[src/hdl/ttwa_pkg.sv]
// ----------------------------------------------------------------------------
// ttwa_pkg - shared constants for the transaction slot table
// Table size, index widths, request kinds and status codes.
// ----------------------------------------------------------------------------
package ttwa_pkg;

  localparam int NUM_SLOTS = 32;
  localparam int IDX_W     = $clog2(NUM_SLOTS);
  localparam int CNT_W     = $clog2(NUM_SLOTS + 1);

  localparam int ID_W      = 32;
  localparam int BYTE_W    = 8;
  localparam int SLOT_OW   = 5;   // slot_index field width
  localparam int EXP_OW    = 6;   // expired_count field width

  localparam int IN_DATA_W  = 48;
  localparam int OUT_DATA_W = 32;

  typedef logic [1:0] req_t;
  typedef logic [1:0] status_t;

  localparam req_t REQ_INSERT  = 2'd0;
  localparam req_t REQ_LOOKUP  = 2'd1;
  localparam req_t REQ_TICK    = 2'd2;
  localparam req_t REQ_CONFIRM = 2'd3;

  localparam status_t ST_OK        = 2'd0;
  localparam status_t ST_FULL      = 2'd1;
  localparam status_t ST_NOT_FOUND = 2'd2;
  localparam status_t ST_ZERO_ID   = 2'd3;

endpackage

[src/hdl/transaction_table_with_aging.sv]
// ----------------------------------------------------------------------------
// transaction_table_with_aging - slot table with lifetime aging
// Insert / lookup / confirm / aging tick over a fixed table of slots.
// ----------------------------------------------------------------------------
// Usage:
//  - Requests arrive on the in_ stream: in_tuser carries the request kind
//    (insert, lookup, tick, confirm), in_tdata the id, hop count and lifetime.
//  - Every request gives exactly one result word on the out_ stream:
//    out_tuser carries the status, out_tdata the slot index, lookup data and
//    the number of slots expired by a tick.
//  - Each request sweeps all NUM_SLOTS slots through one shared compare /
//    decrement unit, one slot per cycle, behind a registered memory read.
//    An insert of id zero skips the sweep and goes straight to the finish
//    state.
//  - in_tready is high only while the sequencer is idle, so a new request
//    is not taken until the last result has entered the output register.
//  - The result sits in an output register; a new request may be accepted
//    while it waits. A stalled receiver holds the finished result in the
//    sequencer until the output register frees.
//  - Reset frees every slot at once (occupied and confirmed marks are flops);
//    no clearing pass is needed.
// ----------------------------------------------------------------------------
module transaction_table_with_aging
  import ttwa_pkg::*;
(
  input  logic                  clk,
  input  logic                  rst_n,
  // in_tdata: trans_id[31:0], hop_count[39:32], life_init[47:40]
  input  logic [IN_DATA_W-1:0]  in_tdata,
  // in_tuser: req_type[1:0]
  input  logic [1:0]            in_tuser,
  input  logic                  in_tvalid,
  output logic                  in_tready,
  // out_tdata: slot_index[4:0], hops_out[12:5], lifetime_out[20:13],
  //            confirmed_out[21], expired_count[27:22], zero pad[31:28]
  output logic [OUT_DATA_W-1:0] out_tdata,
  // out_tuser: status[1:0]
  output logic [1:0]            out_tuser,
  output logic                  out_tvalid,
  input  logic                  out_tready
);

  // sequencer states
  localparam logic [1:0] S_IDLE = 2'd0;
  localparam logic [1:0] S_SCAN = 2'd1;
  localparam logic [1:0] S_FIN  = 2'd2;

  localparam logic [IDX_W-1:0] LAST_IDX = IDX_W'(NUM_SLOTS - 1);

  logic [1:0]           state_r;

  // request held for the sweep
  req_t                 req_r;
  logic [ID_W-1:0]      id_r;
  logic [BYTE_W-1:0]    hops_in_r;
  logic [BYTE_W-1:0]    life_in_r;
  logic                 zero_id_r;

  // sweep: issue stage (address) and evaluate stage (data back)
  logic [IDX_W-1:0]     cnt_r;
  logic                 issue_r;
  logic                 s2_vld_r;
  logic [IDX_W-1:0]     s2_idx_r;

  // slot store
  logic [NUM_SLOTS-1:0] occ_r;    // slot holds a nonzero id
  logic [NUM_SLOTS-1:0] conf_r;
  logic [ID_W-1:0]      id_mem   [NUM_SLOTS];
  logic [BYTE_W-1:0]    hops_mem [NUM_SLOTS];
  logic [BYTE_W-1:0]    life_mem [NUM_SLOTS];
  logic [ID_W-1:0]      id_q_r;
  logic [BYTE_W-1:0]    hops_q_r;
  logic [BYTE_W-1:0]    life_q_r;

  // result being built
  logic                 hit_r;
  logic [IDX_W-1:0]     res_idx_r;
  logic [BYTE_W-1:0]    res_hops_r;
  logic [BYTE_W-1:0]    res_life_r;
  logic                 res_conf_r;
  logic [CNT_W-1:0]     exp_cnt_r;

  // output register
  logic                 out_vld_r;
  logic [OUT_DATA_W-1:0] out_data_r;
  status_t              out_user_r;

  logic                 in_acc;
  logic                 out_free;
  logic                 s2_occ;
  logic                 s2_conf;
  logic                 id_match;
  logic                 do_ins;
  logic                 do_find;
  logic                 do_age;
  logic                 do_expire;
  logic                 do_dec;
  logic                 fin_load;
  status_t              fin_status;
  logic [IDX_W+SLOT_OW-1:0] idx_ext;
  logic [CNT_W+EXP_OW-1:0]  exp_ext;
  logic [OUT_DATA_W-1:0]    fin_data;

  assign in_tready = (state_r == S_IDLE);
  assign in_acc    = in_tvalid && in_tready;
  assign out_free  = !out_vld_r || out_tready;

  assign out_tvalid = out_vld_r;
  assign out_tdata  = out_data_r;
  assign out_tuser  = out_user_r;

  // evaluate stage: one slot per cycle
  assign s2_occ   = occ_r[s2_idx_r];
  assign s2_conf  = conf_r[s2_idx_r];
  assign id_match = s2_occ && (id_q_r == id_r);

  assign do_ins    = s2_vld_r && (req_r == REQ_INSERT) && !hit_r && !s2_occ;
  assign do_find   = s2_vld_r && (req_r inside {REQ_LOOKUP, REQ_CONFIRM})
                     && !hit_r && id_match;
  assign do_age    = s2_vld_r && (req_r == REQ_TICK) && s2_occ && !s2_conf;
  assign do_expire = do_age && (life_q_r == '0);
  assign do_dec    = do_age && (life_q_r != '0);

  assign fin_load  = (state_r == S_FIN) && out_free;

  always_comb begin
    case (req_r)
      REQ_INSERT:  fin_status = zero_id_r ? ST_ZERO_ID : (hit_r ? ST_OK : ST_FULL);
      REQ_LOOKUP,
      REQ_CONFIRM: fin_status = hit_r ? ST_OK : ST_NOT_FOUND;
      REQ_TICK:    fin_status = ST_OK;
      default:     fin_status = ST_OK;
    endcase
  end

  // fields truncate to their widths on wide tables
  assign idx_ext = {{SLOT_OW{1'b0}}, res_idx_r};
  assign exp_ext = {{EXP_OW{1'b0}}, exp_cnt_r};
  assign fin_data = {4'b0, exp_ext[EXP_OW-1:0], res_conf_r, res_life_r, res_hops_r,
                     idx_ext[SLOT_OW-1:0]};

  // control
  always_ff @(posedge clk) begin
    if (!rst_n) begin
      state_r   <= S_IDLE;
      issue_r   <= 1'b0;
      s2_vld_r  <= 1'b0;
      occ_r     <= '0;
      conf_r    <= '0;
      out_vld_r <= 1'b0;
    end else begin
      case (state_r)
        S_IDLE: begin
          if (in_acc) begin
            if ((in_tuser == REQ_INSERT) && (in_tdata[ID_W-1:0] == '0)) begin
              state_r <= S_FIN;
            end else begin
              state_r <= S_SCAN;
              issue_r <= 1'b1;
            end
          end
        end
        S_SCAN: begin
          s2_vld_r <= issue_r;
          if (issue_r && (cnt_r == LAST_IDX)) issue_r <= 1'b0;
          if (s2_vld_r && (s2_idx_r == LAST_IDX)) state_r <= S_FIN;
        end
        S_FIN: begin
          s2_vld_r <= 1'b0;
          if (fin_load) state_r <= S_IDLE;
        end
        default: state_r <= S_IDLE;
      endcase

      // new result takes the output register, else it drains on tready
      if (fin_load) begin
        out_vld_r <= 1'b1;
      end else if (out_tready) begin
        out_vld_r <= 1'b0;
      end

      if (do_ins) begin
        occ_r[s2_idx_r]  <= 1'b1;
        conf_r[s2_idx_r] <= 1'b0;
      end
      if (do_find && (req_r == REQ_CONFIRM)) conf_r[s2_idx_r] <= 1'b1;
      if (do_expire) occ_r[s2_idx_r] <= 1'b0;
    end
  end

  // datapath and slot memories
  always_ff @(posedge clk) begin
    if (in_acc) begin
      req_r      <= in_tuser;
      id_r       <= in_tdata[ID_W-1:0];
      hops_in_r  <= in_tdata[ID_W+BYTE_W-1:ID_W];
      life_in_r  <= in_tdata[ID_W+2*BYTE_W-1:ID_W+BYTE_W];
      zero_id_r  <= (in_tdata[ID_W-1:0] == '0);
      cnt_r      <= '0;
      hit_r      <= 1'b0;
      res_idx_r  <= '0;
      res_hops_r <= '0;
      res_life_r <= '0;
      res_conf_r <= 1'b0;
      exp_cnt_r  <= '0;
    end else begin
      // issue: registered read, next address
      if ((state_r == S_SCAN) && issue_r) begin
        id_q_r   <= id_mem[cnt_r];
        hops_q_r <= hops_mem[cnt_r];
        life_q_r <= life_mem[cnt_r];
        s2_idx_r <= cnt_r;
        if (cnt_r != LAST_IDX) cnt_r <= cnt_r + 1'b1;
      end

      // evaluate: write back lags the read address by one slot
      if (do_ins) begin
        id_mem[s2_idx_r]   <= id_r;
        hops_mem[s2_idx_r] <= hops_in_r;
        life_mem[s2_idx_r] <= life_in_r;
        hit_r              <= 1'b1;
        res_idx_r          <= s2_idx_r;
      end
      if (do_find) begin
        hit_r     <= 1'b1;
        res_idx_r <= s2_idx_r;
        if (req_r == REQ_LOOKUP) begin
          res_hops_r <= hops_q_r;
          res_life_r <= life_q_r;
          res_conf_r <= s2_conf;
        end
      end
      if (do_dec) life_mem[s2_idx_r] <= life_q_r - 1'b1;
      if (do_expire) exp_cnt_r <= exp_cnt_r + 1'b1;
    end

    if (fin_load) begin
      out_data_r <= fin_data;
      out_user_r <= fin_status;
    end
  end

endmodule
[config.mk]
export PLATFORM = sky130hd
export DESIGN_NAME = transaction_table_with_aging
export DESIGN_NICKNAME = d
export VERILOG_FILES = /design/src/hdl/ttwa_pkg.sv /design/src/hdl/transaction_table_with_aging.sv
export SDC_FILE = /design/constraint.sdc
export NUM_CORES = 2
export LEC_CHECK = 0
export BUFFER_PORTS_ARGS = -buffer_cell sky130_fd_sc_hd__clkbuf_2
export CAP_MARGIN = 20
export CORE_MARGIN = 2
export CORE_UTILIZATION = 53
export DETAILED_ROUTE_END_ITERATION = 8
export PLACE_DENSITY_LB_ADDON = 0.25
export SYNTH_ARGS = -nofsm -noshare
export SYNTH_HDL_FRONTEND = slang
export SYNTH_SLANG_ARGS = --single-unit
[constraint.sdc]
create_clock -name clk -period 7.02 [get_ports clk]
set_clock_uncertainty 0.05 [all_clocks]
set_input_delay 0.702 -clock clk [delete_from_list [all_inputs] [get_ports clk]]
set_output_delay 0.702 -clock clk [all_outputs]
set_load 0.005 [all_outputs]
==> run summary <==
The number of buffers and inverters on the critical path is 3. The run gives 6 as the number of search-and-repair iterations in the first detailed-routing pass. In the synthesized netlist the dominant register cell turns out to be sky130_fd_sc_hd__edfxtp_1.

Maximum vdd ir drop: 0.2294 mV. For the number of setup buffers added after CTS, the log shows 0. Overall power: 22.27 mW. The worst setup path is launched from a flip-flop.

The family of cells with the greatest summed delay on the critical path was simple AND/OR/NAND/NOR gates. Pin placement for this block handled 90 I/O pins. Setup repair after global routing left no endpoint under its margin. Across all setup checks in the final design, the least slack found is 1605 ps. The final hold violation count was 0. The tools report the sequential cell area fraction in the yosys report as 76.81%.

For the number of endpoints failing setup at the final stage, the log shows 0. Buffers inserted during clock tree synthesis total 173. From left edge to right edge, the die measures 362.1 um. Among all stages on the critical path, the largest delay is contributed by sky130_fd_sc_hd__nor2_4. The worst setup path is captured at a flip-flop.

Summed over its instances, the top area cell type makes up 73.78% of the synthesized netlist area. After global routing the overflow that remains totals 0. The signal on the critical path passes through buf_4 > mux2i_1 > nor3b_1 > nor4b_1 > o2111ai_4 > buf_4 > nand2b_4 > nor2_4 > buf_4. For the count of cells resized by post-cts repair, the log shows 0. By startpoint and endpoint, the worst setup path is classified as flip-flop to flip-flop. Max-cap check violation count: 0. The logs give 127400 sq um for the area of the core and 32510 for the number of global-route vias before repair. After synthesis, the netlist uses 62 different library cells. The run finished with clean final reports. The run gives 0 as the number of max-slew violations in the final report.

Counting flops with an async set or reset pin after synthesis yields a share of 0%. For this design the static power due to leakage is 23.45 nW. The wire length reported by the detailed router is 156.7 mm, and the CTS sink count is 1773. The most area-hungry cell type in the Yosys netlist was sky130_fd_sc_hd__edfxtp_1. The count of state elements after synthesis works out to 1773. The vias after detailed routing is 32100, and the data arrival at the endpoint of the critical path is 5850 ps. Number of input and output port buffers inserted: 85. The half-perimeter wire length after placement was 98.04 mm; the count of antenna-violating nets left after detailed routing was 0. In this run the number of H-tree levels came out at 4. Clock tree synthesis selected as its root buffer the cell sky130_fd_sc_hd__clkbuf_16.

TritonCTS built the clock tree. For the number of remaining DRC errors, the log shows 0. Clock-pin slew was measured on the worst setup and hold paths at 60 ps.

The stage delay of the slowest cell on the critical path works out to 1080 ps. The insertion delay of the later-clocked pin in the worst-skew pair was 800 ps. At the placement stage, the worst setup path has a slack of 1623 ps. The congestion estimate from routability-driven global placement came to 0.8736. The final layout contains 3339 nets. After detailed routing, the average wire length per cell comes to 30.84 um. The floorplan has 131 rows.

Synthesis produced a netlist whose cell count is 3063. In this run the worst path has a maximum fanout of 46. In this run, the number of DRC markers left after iteration 0 of detailed routing was 3881. For this configuration, the core starts out at a cell density of 53.37%.

Number of antenna violations at the first check in global routing: 1. The average cell area after synthesis came out at 22.19 sq um. For this run, the number of Yosys warnings is 0. The power per unit of standard cell area came out at 290.4 nW/um^2.

The count of flip-flops with a built-in enable after synthesis was 1670; the chip height was 362.1 um. For the pin with the worst max-slew slack, the measured transition is 1163 ps. The share of cells above drive strength 1 was 30.00%. The first global-routing pass estimated 229.2 mm of wire. The worst path uses 77.14% of the clock period. The run gives 24.27% as the global routing usage summed across all routing layers. The logs give 148 for the largest net degree at the start of global routing and 21.90% for the headroom to the max-slew limit. The worst hold path belongs to the class primary input to flip-flop. For the overall die area, the log shows 131100 sq um. Based on the critical path, the design can be clocked at up to 184.7 MHz. The run gives 0 ps as the setup TNS after final layout.

Using the TritonRoute via totals, the vias-per-cell ratio works out to 6.319. The synthesized cell area is 67970 sq um, and the final critical-path required period is 5415 ps. Counting stages on the worst path, the most repeated cell is sky130_fd_sc_hd__buf_4. The largest buffer count on any clock path was 3. The required time at the endpoint of the critical path was 7450 ps.

After synthesis, the cell types taking the most area are sky130_fd_sc_hd__edfxtp_1 74%, sky130_fd_sc_hd__mux4_2 16%, sky130_fd_sc_hd__dfxtp_1 3.0%. From synthesis to final layout, the design area changed by 12.83%.
## worst reg2reg max path: cells and delay by family, from the launching register on
| family | cells | cell delay (ps) |
|---|---|---|
| AOI/OAI and AO/OA | 1 | 180 |
| buffers and inverters | 3 | 1050 |
| DFF | 1 | 1010 |
| muxes | 1 | 200 |
| and+or+nand+nor | 4 | 2610 |
## synthesized netlist by cell type, types with 7 or more instances
cell,instances
sky130_fd_sc_hd__nor3_1,11
sky130_fd_sc_hd__nor4_1,17
sky130_fd_sc_hd__mux4_2,482
sky130_fd_sc_hd__buf_1,29
sky130_fd_sc_hd__nand2_1,64
sky130_fd_sc_hd__nor2b_1,7
sky130_fd_sc_hd__edfxtp_1,1670
sky130_fd_sc_hd__o21ai_0,25
sky130_fd_sc_hd__nand2b_1,8
sky130_fd_sc_hd__mux2i_1,43
sky130_fd_sc_hd__dfxtp_1,103
sky130_fd_sc_hd__clkbuf_1,105
sky130_fd_sc_hd__buf_2,29
sky130_fd_sc_hd__nand3_1,10
sky130_fd_sc_hd__a22oi_1,32
sky130_fd_sc_hd__xor2_1,36
sky130_fd_sc_hd__mux2_4,7
sky130_fd_sc_hd__mux2_2,51
sky130_fd_sc_hd__inv_1,11
sky130_fd_sc_hd__nor2_1,135
sky130_fd_sc_hd__or3_1,7
sky130_fd_sc_hd__a21oi_1,45
sky130_fd_sc_hd__o211ai_1,32
sky130_fd_sc_hd__ha_1,7
sky130_fd_sc_hd__o21ai_1,15
## stage by stage
step | cell area, sq um | utilization (%) | hold WS (ps) | std cells
after floorplan | 67980 | - | 356.4 | 3066
after global placement | 70850 | 55.63 | 365.7 | 4734
after detailed placement | 70870 | 55.64 | 370.1 | 4735
after CTS | 76460 | 60.04 | 0.4939 | 5069
after global routing | 76690 | 60.22 | 9.533 | 5079
final | 76690 | 60.22 | 53.37 | 5080
## layout make-up
cell class | count | area [sq um]
diodes | 1 | 2.502
repair buffers | 210 | 1669
clock buffers | 229 | 4728
clock inverters | 85 | 664.4
multi-input cells | 1109 | 15280
fillers | 8628 | 50660
flip-flops and latches | 1773 | 52230
well taps | 1662 | 2079
inverters | 11 | 43.79
## path summary, 6_finish.rpt
check        cells after the start                 endpoint  slack, ps                  startpoint
max                              9  id_mem[25][0]$_DFFE_PP_       1610       s2_idx_r[1]$_DFFE_PP_
min                              1       id_r[30]$_DFFE_PP_         50                in_tdata[30]
max reg2reg                      9  id_mem[25][0]$_DFFE_PP_       1610       s2_idx_r[1]$_DFFE_PP_
min reg2reg                      0   out_tdata[5]$_DFFE_PP_        370  res_hops_r[0]$_SDFFE_PP0P_
## registers in the layout, summed over array words and instances, names as in the netlist, 5 cells and up
name,cells
id_mem,1024
hops_mem,256
life_mem,256
conf_r,32
id_q_r,32
id_r,32
occ_r,32
out_tdata,28
hops_in_r,8
hops_q_r,8
life_in_r,8
life_q_r,8
res_hops_r,8
res_life_r,8
exp_cnt_r,6
cnt_r,5
res_idx_r,5
s2_idx_r,5
## report_power, final
group          internal (mW)  switching, mW  leakage [nW]
clock                   4.94           3.88          2.61
sequential              11.8         0.0622          15.9
combinational          0.620          0.945          4.95
## kinds of logic (layout without fill, tap and decap cells)
logic type,Yosys count,in the layout,share of synthesized area [%]
AO/OA/AOI/OAI,176,176,1.708
XOR/XNOR,41,41,0.5283
adder cells (fa/ha/maj),7,7,0.1289
buffers and inverters,184,535,1.152
flip-flops,1773,1773,76.81
multiplexers,584,584,17.62
other,1,5,0.005517
AND/OR/NAND/NOR,297,297,2.043
## layout by cell type (no fill, tap or decap), drive strengths merged, types with 9 or more instances in the layout
cell type,Yosys,final
a21oi,45,45
a22oi,32,32
buf,68,105
clkbuf,105,314
clkinv,0,67
dfxtp,103,103
dlygate4sd3,0,20
edfxtp,1670,1670
inv,11,16
mux2,59,59
mux2i,43,43
mux4,482,482
nand2,64,64
nand2b,9,9
nand3,11,11
nor2,135,135
nor3,13,13
nor4,17,17
o211ai,33,33
o21ai,40,40
xor2,36,36
## what timing repair did
action	4_1_cts	5_1_grt
setup endpoints to repair	0	0
hold buffers	20	0
endpoints found under the hold margin	20	0
## routing by layer
| metal | vias to the layer above | track usage (%) | wire (um) |
|---|---|---|---|
| met1 | 17140 | 32.00 | 59470 |
| li1 | 13290 | - | - |
| met2 | 1421 | 41.31 | 81530 |
| met3 | 254 | 3.508 | 9805 |
| met5 | - | 0 | 0 |
| met4 | 0 | 9.257 | 5857 |
(Power assumes the default switching activity.)
